===== src/design/polymorphic_inline_cache_assert.svh =====
// assertion macros for the inline cache
`ifndef POLYMORPHIC_INLINE_CACHE_ASSERT_SVH
`define POLYMORPHIC_INLINE_CACHE_ASSERT_SVH

`ifndef SYNTH
// property holds on every clock edge outside reset
`define PIC_ASSERT_ALWAYS(label, clk, rst, prop) \
  label: assert property (@(posedge clk) disable iff (rst) (prop)) \
    else $error("pic: invariant violated");
// consequent holds in the cycle after the antecedent
`define PIC_ASSERT_NEXT(label, clk, rst, ante, cons) \
  label: assert property (@(posedge clk) disable iff (rst) (ante) |=> (cons)) \
    else $error("pic: sequence violated");
`else
`define PIC_ASSERT_ALWAYS(label, clk, rst, prop)
`define PIC_ASSERT_NEXT(label, clk, rst, ante, cons)
`endif

`endif


===== src/design/pic_pkg.sv =====
`timescale 1ns / 1ps

package pic_pkg;

  // cache geometry
  localparam int ENTRIES = 4;
  localparam int IDX_W   = (ENTRIES > 1) ? $clog2(ENTRIES) : 1;
  localparam int CNT_W   = $clog2(ENTRIES + 1);

  // field widths
  localparam int CLASS_W  = 32;
  localparam int OFFSET_W = 31;
  localparam int FOUND_W  = 32;
  localparam int COUNT_W  = 32;

  localparam logic [COUNT_W-1:0] THRESHOLD_RESET = COUNT_W'(100);
  localparam logic [COUNT_W-1:0] COUNT_MAX       = '1;

  // operation codes
  typedef enum logic [1:0] {
    OP_LOOKUP = 2'd0,
    OP_UPDATE = 2'd1,
    OP_RESET  = 2'd2
  } op_t;

  // cache modes
  typedef enum logic [2:0] {
    MODE_UNINIT  = 3'd0,
    MODE_MONO    = 3'd1,
    MODE_POLY    = 3'd2,
    MODE_MEGA    = 3'd3,
    MODE_GENERIC = 3'd4
  } mode_t;

  // controller states
  typedef enum logic {
    ST_IDLE,
    ST_EXEC
  } pic_state_t;

  // commands from controller to datapath
  typedef struct packed {
    logic capture;
    logic commit;
  } pic_cmd_t;

endpackage


===== src/design/polymorphic_inline_cache.sv =====
// result: an accepted transaction is captured, then its result is written to the result register
// from the execute state, or later while an earlier result is still held there by a stall
// flow: no new transaction is accepted while one is executing; the input stalls in the execute
// state, which lasts while the result register is still held by a stall
// reset: synchronous rst clears mode, fill count and counters and sets the threshold to 100;
// entry contents are not cleared
`timescale 1ns / 1ps

module polymorphic_inline_cache (
  input  logic                               clk,
  input  logic                               rst,
  input  logic                               cfg_write_enable,
  input  logic [pic_pkg::COUNT_W-1:0]        cfg_write_data,
  input  logic                               in_valid,
  output logic                               in_stall,
  input  logic [1:0]                         operation,
  input  logic [pic_pkg::CLASS_W-1:0]        class_id,
  input  logic [pic_pkg::OFFSET_W-1:0]       slot_offset,
  output logic                               out_valid,
  input  logic                               out_stall,
  output logic                               hit,
  output logic signed [pic_pkg::FOUND_W-1:0] found_offset,
  output logic [2:0]                         cache_mode,
  output logic [pic_pkg::COUNT_W-1:0]        hits_so_far,
  output logic [pic_pkg::COUNT_W-1:0]        misses_so_far
);

  pic_pkg::pic_cmd_t cmd;

  // handshake and sequencing
  pic_ctrl u_ctrl (
    .clk       (clk),
    .rst       (rst),
    .in_valid  (in_valid),
    .in_stall  (in_stall),
    .out_valid (out_valid),
    .out_stall (out_stall),
    .cmd       (cmd)
  );

  // entries, mode, counters and result register
  pic_dp u_dp (
    .clk              (clk),
    .rst              (rst),
    .cmd              (cmd),
    .cfg_write_enable (cfg_write_enable),
    .cfg_write_data   (cfg_write_data),
    .operation        (operation),
    .class_id         (class_id),
    .slot_offset      (slot_offset),
    .hit              (hit),
    .found_offset     (found_offset),
    .cache_mode       (cache_mode),
    .hits_so_far      (hits_so_far),
    .misses_so_far    (misses_so_far)
  );

endmodule


===== src/design/pic_ctrl.sv =====
`timescale 1ns / 1ps

module pic_ctrl (
  input  logic              clk,
  input  logic              rst,
  input  logic              in_valid,
  output logic              in_stall,
  output logic              out_valid,
  input  logic              out_stall,
  output pic_pkg::pic_cmd_t cmd
);

  pic_pkg::pic_state_t state;
  pic_pkg::pic_state_t state_next;

  // state register
  always_ff @(posedge clk) begin
    if (rst) begin
      state <= pic_pkg::ST_IDLE;
    end else begin
      state <= state_next;
    end
  end

  // next state
  always_comb begin
    state_next = state;
    case (state)
      pic_pkg::ST_IDLE: begin
        if (in_valid) begin
          state_next = pic_pkg::ST_EXEC;
        end
      end
      pic_pkg::ST_EXEC: begin
        if (!out_valid || !out_stall) begin
          state_next = pic_pkg::ST_IDLE;
        end
      end
      default: begin
        state_next = pic_pkg::ST_IDLE;
      end
    endcase
  end

  // outputs: capture on accept, commit once the result register is free
  always_comb begin
    in_stall    = 1'b1;
    cmd.capture = 1'b0;
    cmd.commit  = 1'b0;
    case (state)
      pic_pkg::ST_IDLE: begin
        in_stall    = 1'b0;
        cmd.capture = in_valid;
      end
      pic_pkg::ST_EXEC: begin
        cmd.commit = !out_valid || !out_stall;
      end
      default: begin
        in_stall = 1'b1;
      end
    endcase
  end

  // result valid flag
  always_ff @(posedge clk) begin
    if (rst) begin
      out_valid <= 1'b0;
    end else if (cmd.commit) begin
      out_valid <= 1'b1;
    end else if (out_valid && !out_stall) begin
      out_valid <= 1'b0;
    end
  end

endmodule


===== src/design/pic_dp.sv =====
`timescale 1ns / 1ps
`include "polymorphic_inline_cache_assert.svh"

module pic_dp (
  input  logic                              clk,
  input  logic                              rst,
  input  pic_pkg::pic_cmd_t                 cmd,
  input  logic                              cfg_write_enable,
  input  logic [pic_pkg::COUNT_W-1:0]       cfg_write_data,
  input  logic [1:0]                        operation,
  input  logic [pic_pkg::CLASS_W-1:0]       class_id,
  input  logic [pic_pkg::OFFSET_W-1:0]      slot_offset,
  output logic                              hit,
  output logic signed [pic_pkg::FOUND_W-1:0] found_offset,
  output logic [2:0]                        cache_mode,
  output logic [pic_pkg::COUNT_W-1:0]       hits_so_far,
  output logic [pic_pkg::COUNT_W-1:0]       misses_so_far
);

  // captured transaction
  pic_pkg::op_t                   op;
  logic [pic_pkg::CLASS_W-1:0]    cls;
  logic [pic_pkg::OFFSET_W-1:0]   off;

  // cache state
  logic [pic_pkg::COUNT_W-1:0]    threshold;
  pic_pkg::mode_t                 mode;
  logic [pic_pkg::CNT_W-1:0]      fill_count;
  logic [pic_pkg::COUNT_W-1:0]    hit_counter;
  logic [pic_pkg::COUNT_W-1:0]    miss_counter;
  logic [pic_pkg::CLASS_W-1:0]    entry_class  [pic_pkg::ENTRIES];
  logic [pic_pkg::OFFSET_W-1:0]   entry_offset [pic_pkg::ENTRIES];

  // next values
  pic_pkg::mode_t                 mode_next;
  logic [pic_pkg::CNT_W-1:0]      fill_count_next;
  logic [pic_pkg::COUNT_W-1:0]    hit_counter_next;
  logic [pic_pkg::COUNT_W-1:0]    miss_counter_next;
  logic                           hit_next;
  logic [pic_pkg::FOUND_W-1:0]    found_offset_next;
  logic                           entry_write;
  logic [pic_pkg::IDX_W-1:0]      write_index;

  // compare results
  logic [pic_pkg::ENTRIES-1:0]    match;
  logic                           any_match;
  logic [pic_pkg::IDX_W-1:0]      match_index;
  logic                           lookup_hit;

  // capture the accepted transaction
  always_ff @(posedge clk) begin
    if (cmd.capture) begin
      op  <= pic_pkg::op_t'(operation);
      cls <= class_id;
      off <= slot_offset;
    end
  end

  // threshold register
  always_ff @(posedge clk) begin
    if (rst) begin
      threshold <= pic_pkg::THRESHOLD_RESET;
    end else if (cfg_write_enable) begin
      threshold <= cfg_write_data;
    end
  end

  // parallel compare against the live entries
  always_comb begin
    for (int i = 0; i < pic_pkg::ENTRIES; i++) begin
      match[i] = (pic_pkg::CNT_W'(i) < fill_count) && (entry_class[i] == cls);
    end
  end

  // lowest matching index wins
  always_comb begin
    match_index = '0;
    for (int i = pic_pkg::ENTRIES - 1; i >= 0; i--) begin
      if (match[i]) begin
        match_index = pic_pkg::IDX_W'(i);
      end
    end
  end

  assign any_match  = |match;
  assign lookup_hit = any_match &&
                      ((mode == pic_pkg::MODE_MONO) || (mode == pic_pkg::MODE_POLY));
  assign write_index = fill_count[pic_pkg::IDX_W-1:0];

  // step logic
  always_comb begin
    mode_next         = mode;
    fill_count_next   = fill_count;
    hit_counter_next  = hit_counter;
    miss_counter_next = miss_counter;
    hit_next          = 1'b0;
    found_offset_next = '1;
    entry_write       = 1'b0;
    case (op)
      pic_pkg::OP_LOOKUP: begin
        if (lookup_hit) begin
          hit_next          = 1'b1;
          found_offset_next = {1'b0, entry_offset[match_index]};
          if (hit_counter != pic_pkg::COUNT_MAX) begin
            hit_counter_next = hit_counter + 1'b1;
          end
        end else if (miss_counter != pic_pkg::COUNT_MAX) begin
          miss_counter_next = miss_counter + 1'b1;
        end
      end
      pic_pkg::OP_UPDATE: begin
        case (mode)
          pic_pkg::MODE_UNINIT: begin
            entry_write     = 1'b1;
            fill_count_next = pic_pkg::CNT_W'(1);
            mode_next       = pic_pkg::MODE_MONO;
          end
          pic_pkg::MODE_MONO, pic_pkg::MODE_POLY: begin
            // append a new class, or give up once the entries are full
            if (!any_match) begin
              if (fill_count < pic_pkg::CNT_W'(pic_pkg::ENTRIES)) begin
                entry_write     = 1'b1;
                fill_count_next = fill_count + 1'b1;
                mode_next       = pic_pkg::MODE_POLY;
              end else begin
                mode_next = pic_pkg::MODE_MEGA;
              end
            end
          end
          pic_pkg::MODE_MEGA: begin
            if (miss_counter > threshold) begin
              mode_next = pic_pkg::MODE_GENERIC;
            end
          end
          default: begin
            mode_next = mode;
          end
        endcase
      end
      pic_pkg::OP_RESET: begin
        mode_next         = pic_pkg::MODE_UNINIT;
        fill_count_next   = '0;
        hit_counter_next  = '0;
        miss_counter_next = '0;
      end
      default: begin
        mode_next = mode;
      end
    endcase
  end

  // control state
  always_ff @(posedge clk) begin
    if (rst) begin
      mode         <= pic_pkg::MODE_UNINIT;
      fill_count   <= '0;
      hit_counter  <= '0;
      miss_counter <= '0;
    end else if (cmd.commit) begin
      mode         <= mode_next;
      fill_count   <= fill_count_next;
      hit_counter  <= hit_counter_next;
      miss_counter <= miss_counter_next;
    end
  end

  // entry store and result register
  always_ff @(posedge clk) begin
    if (cmd.commit) begin
      hit          <= hit_next;
      found_offset <= found_offset_next;
      if (entry_write) begin
        entry_class[write_index]  <= cls;
        entry_offset[write_index] <= off;
      end
    end
  end

  assign cache_mode    = mode;
  assign hits_so_far   = hit_counter;
  assign misses_so_far = miss_counter;

  // mode and fill count stay consistent, hits occur only in mono or poly, misses return -1
  `PIC_ASSERT_ALWAYS(a_fill_bound, clk, rst, fill_count <= pic_pkg::CNT_W'(pic_pkg::ENTRIES))
  `PIC_ASSERT_ALWAYS(a_mono_fill, clk, rst, (mode != pic_pkg::MODE_MONO) || (fill_count == pic_pkg::CNT_W'(1)))
  `PIC_ASSERT_ALWAYS(a_uninit_empty, clk, rst, (mode != pic_pkg::MODE_UNINIT) || (fill_count == '0))
  `PIC_ASSERT_NEXT(a_hit_mode, clk, rst, cmd.commit && hit_next, (cache_mode == pic_pkg::MODE_MONO) || (cache_mode == pic_pkg::MODE_POLY))
  `PIC_ASSERT_NEXT(a_miss_offset, clk, rst, cmd.commit && !hit_next, found_offset == -1)

endmodule


===== config.mk =====
export PLATFORM = sky130hd
export DESIGN_NAME = polymorphic_inline_cache
export DESIGN_NICKNAME = d
export VERILOG_FILES = /design/src/design/pic_pkg.sv /design/src/design/polymorphic_inline_cache.sv /design/src/design/pic_ctrl.sv /design/src/design/pic_dp.sv
export VERILOG_INCLUDE_DIRS = /design/src /design/src/design
export SDC_FILE = /design/constraint.sdc
export NUM_CORES = 1
export LEC_CHECK = 0
export BUFFER_PORTS_ARGS = -buffer_cell sky130_fd_sc_hd__buf_4
export CAP_MARGIN = 40
export CORE_MARGIN = 4
export CORE_UTILIZATION = 59
export DETAILED_ROUTE_END_ITERATION = 7
export GPL_TIMING_DRIVEN = 0
export HOLD_SLACK_MARGIN = 0.08
export MAX_ROUTING_LAYER = met4
export PLACE_DENSITY_LB_ADDON = 0.25
export SYNTH_ARGS = -nofsm -noshare
export SYNTH_HDL_FRONTEND = slang
export SYNTH_SLANG_ARGS = --single-unit

===== constraint.sdc =====
create_clock -name clk -period 8.2 [get_ports clk]
set_input_delay 0.41 -clock clk [delete_from_list [all_inputs] [get_ports clk]]
set_output_delay 0.41 -clock clk [all_outputs]
set_load 0.02 [all_outputs]

==> metrics.md <==
| Metric | Value |
|---|---|
| Hold Path Depth | `3` |
| Vias in the first global route | `13.3k` |
| Drt via density | `5.89` |
| Mean Syn Cell Area | `roughly 13 sq um` |
| Tightest Hold Check Type | `input port to flop` |
| Overflow left after global routing | `0` |
| CTS resizes | `0` |
| Min-Delay Endpoint | `u_dp.threshold[12]` |
| Fraction of layout cells with a size suffix above 1 | `a little under a fifth` |
| Die X | `188 um` |
| Placer Congestion | `0.930` |
| Initial antenna violation count | `1` |
| Detailed-route via count | `13.3k` |
| Port bufs | `201` |
| Area Overhead vs Synth | `23.5%` |
| Critical Path Source Type | `flop` |
| WS Path Type | `flop to flop` |
| Least-Margin Pin Slew | `0.897 ns` |
| Drt total wl | `46300 um` |
| Rows | `65` |
| HPWL after DPL | `32000 um` |
| CP Data Required Time | `8.50 ns` |
| Rel. slew slack | `39.9%` |
| Latest clock arrival within the worst-skew pair | `0.56 ns` |
| Final setup viols | `0` |
| Post-Syn Area | `0.0191 sq mm` |
| Worst setup EP type | `flop` |
| Place WS | `approximately 4 ns` |
| Boundary Pins | `204` |
| # clock sinks | `454` |
| Placed cell area | `0.0215 sq mm` |
| Status | `finished, final reports clean` |
| CP max FO | `11` |
| Antenna Nets Post-Route | `0` |
| Slew Viols, Final | `0` |
| Main synth FF type | `edfxtp_1` |
| Area fraction of the dominant cell type after synthesis | `55.0%` |
| Residual DRC | `0` |
| Critical Path AT | `4.42 ns` |
| First-pass GRT wire length | `71800 um` |
| Unique masters post-synth | `65` |
| Synth area leader | `edfxtp_1` |
| Commonest cells post-synth | `edfxtp_1, dfxtp_1, nor2_1, xnor2_1, mux2i_1` |
| Min cycle time layout | `4.12 ns` |
| FILL cells | `roughly 2.0k` |
| CTS tree | `done` |
| Worst-path clk slew | `0.06 ns` |
| FMAX | `~0.24 GHz` |
| Worst-path cell with the longest stage delay | `edfxtp_1` |
| Final worst slack | `4.08 ns` |
| Sequential element share of the synthesized area | `65.9%` |
| Die Y | `188 um` |
| Die ar. | `0.0354 sq mm` |
| Fin area | `0.0236 sq mm` |
| Tot GR Track Use | `about a quarter` |
| Pin count of the biggest net entering global routing | `34` |
| Reg-to-Reg End | `u_dp.entry_class[3][24]` |
| Synth Register Bits | `454` |
| DR iter-0 viols | `1303` |
| Initial core utilization | `60.1%` |
| Final period util | `50.2%` |
| NumNets Final | `around 1.9k` |
| Post-CTS Repair Setup Buffers | `0` |
| Depth of the CTS H-tree | `2` |
| Clock Tree Buf Depth | `3` |
| Clock root cell | `clkbuf_16` |
| Hold path startpoint | `cfg_write_data[12]` |
| Yosys warnings | `0` |
| WL/cell | `20.5 um` |
| WP buf/inv | `3` |
| R2r setup slk | `around 4.1 ns` |
| Syn Inst Count | `about 1.4k` |
| RSZ-0062 raised after global routing | `no` |
| Synth area leaders | `edfxtp_1, dfxtp_1, xnor2_1, mux2i_1, ha_1` |
| Worst r2r path cells | `11` |
| # Max-Cap Violations | `0` |
| Num CTS Buffers | `45` |
| Drt pass-1 iters | `5` |
| Fraction of registers with async set/reset | `0%` |
| Pwr/cell area | `204 mW/mm^2` |
| Skew final | `between 0.02 and 0.025 ns` |
| Core Region | `0.0318 sq mm` |
| R2R Path Start | `u_dp.cls[24]` |
| Final-report hold violation count | `0` |
| Syn nets | `approximately 1.6k` |
| CP delay by family, top | `simple AND/OR/NAND/NOR gates` |
| LEAKAGE | `8.45 nW` |
| CP cell instances | `xnor2_1 -> nand4_1 -> or4b_1 -> or4_1 -> nand4_1 -> o21ai_0 -> a21oi_1 -> nor3b_2 -> buf_6 -> buf_4 -> buf_6` |
| EDFF count, synth | `350` |
| Max rail drop VDD | `204 uV` |
| Most frequent cell after synthesis | `edfxtp_1` |
| CP peak stage delay | `0.54 ns` |
final cells by class:
class | count | area, sq um | share of cell area (%)
antenna | 1 | 2.50 | 0.0106
buffer | 57 | 263 | 1.11
sequential | 454 | 12600 | 53.3
multi-input combinational | 879 | 6100 | 25.8
clock inverter | 30 | 260 | 1.10
tap | 435 | 544 | 2.31
timing repair buffer | 297 | 2500 | 10.6
clock buffer | 53 | 1160 | 4.90
inverter | 52 | 195 | 0.827
sequential cells by signal (all words and copies together) (netlist names), 3 cells and up:
name and cells:
u_dp.entry_class 128, u_dp.cls 32, u_dp.threshold 32, u_dp.fill_count 3
u_dp.cache_mode 3, u_dp.hits_so_far 32, u_dp.found_offset 32, u_dp.misses_so_far 32
u_dp.entry_offset 124, u_dp.off 31
where the power goes:
part / total, mW / internal (mW) / switching [mW] / leakage (nW)
Sequential: 2.58 / 2.53 / 0.0485 / 3.94
Combinational: 0.265 / 0.122 / 0.143 / 3.83
Clock: 1.97 / 1.11 / 0.859 / 0.674
how the worst max path moves through the flow:
stage                 startpoint                      end  slack [ns]  cells past startpoint
floorplan           u_dp.cls[10]   u_dp.entry_class[0][0]        1.58                      9
global placement    u_dp.cls[11]  u_dp.entry_offset[0][9]       -2.17                      8
detailed placement  u_dp.cls[24]   u_dp.entry_class[3][5]        4.12                     11
CTS                 u_dp.cls[24]  u_dp.entry_class[3][24]        4.09                     11
global route        u_dp.cls[24]  u_dp.entry_class[3][24]        3.88                     11
finish              u_dp.cls[24]  u_dp.entry_class[3][24]        4.08                     11
what timing repair did:
item | CTS | global route
setup endpoints to repair | 0 | 0
hold buffers | 65 | 0
endpoints found under the hold margin | 65 | 0
layer usage:
metal  wire [um]  part of all wire, %  GRT usage (%)
met2       23300                   50           44.5
met4        1170                  2.5           7.06
met1       18600                   40           33.5
met3        3260                  7.1           3.91
met5           0                    0              -
per-stage QoR:
stage | TNS (ns) | hold slack, ns | util [%] | cells | total power, mW
2_1_floorplan | 0 | 0.459 | - | 1442 | 2.74
3_3_place_gp | -507.65 | 0.463 | 66.6 | 2078 | 2.85
3_5_place_dp | 0 | 0.482 | 67.7 | 2109 | 2.86
4_1_cts | 0 | 0.0818 | 74.2 | 2257 | 4.83
5_1_grt | 0 | 0.0839 | 74.2 | 2258 | 4.96
6_report | 0 | 0.0989 | 74.2 | 2258 | 4.81
layout by cell type, fill, tap and decap left out, types with 12 or more instances in the layout:
master,netlist,layout
edfxtp_1,350,350
buf_4,3,214
dfxtp_1,104,104
nor2_1,88,88
xnor2_1,87,87
dlygate4sd3_1,0,65
mux2i_1,64,64
o21ai_0,62,62
a21oi_1,61,61
inv_1,51,51
nand4_1,50,50
nand2_1,49,49
clkbuf_1,37,45
xor2_1,45,45
clkbuf_16,0,45
ha_1,41,41
nand3_1,37,37
o22ai_1,31,31
a22oi_1,31,31
nor4_1,24,24
buf_6,3,21
nor3_1,19,19
or3_1,19,19
and3_1,16,16
clkinv_1,0,15
or4_1,13,13
a31oi_1,13,13
o31ai_1,12,12
a21o_1,12,12
tightest hold or removal path, stage by stage:
cell and delay [ns]:
buf_4 0.07, mux2i_1 0.05, nor2_1 0.07
cells by family after synthesis:
kind of cell	after synthesis	share of synthesized area, %
xor+xnor	132	6.05
buf+inv	109	2.39
flops	454	65.9
simple gates	382	11.2
mux	64	3.35
compound gates	260	8.48
fa+ha+maj	41	2.68
Power figures use the tool's default switching activity.
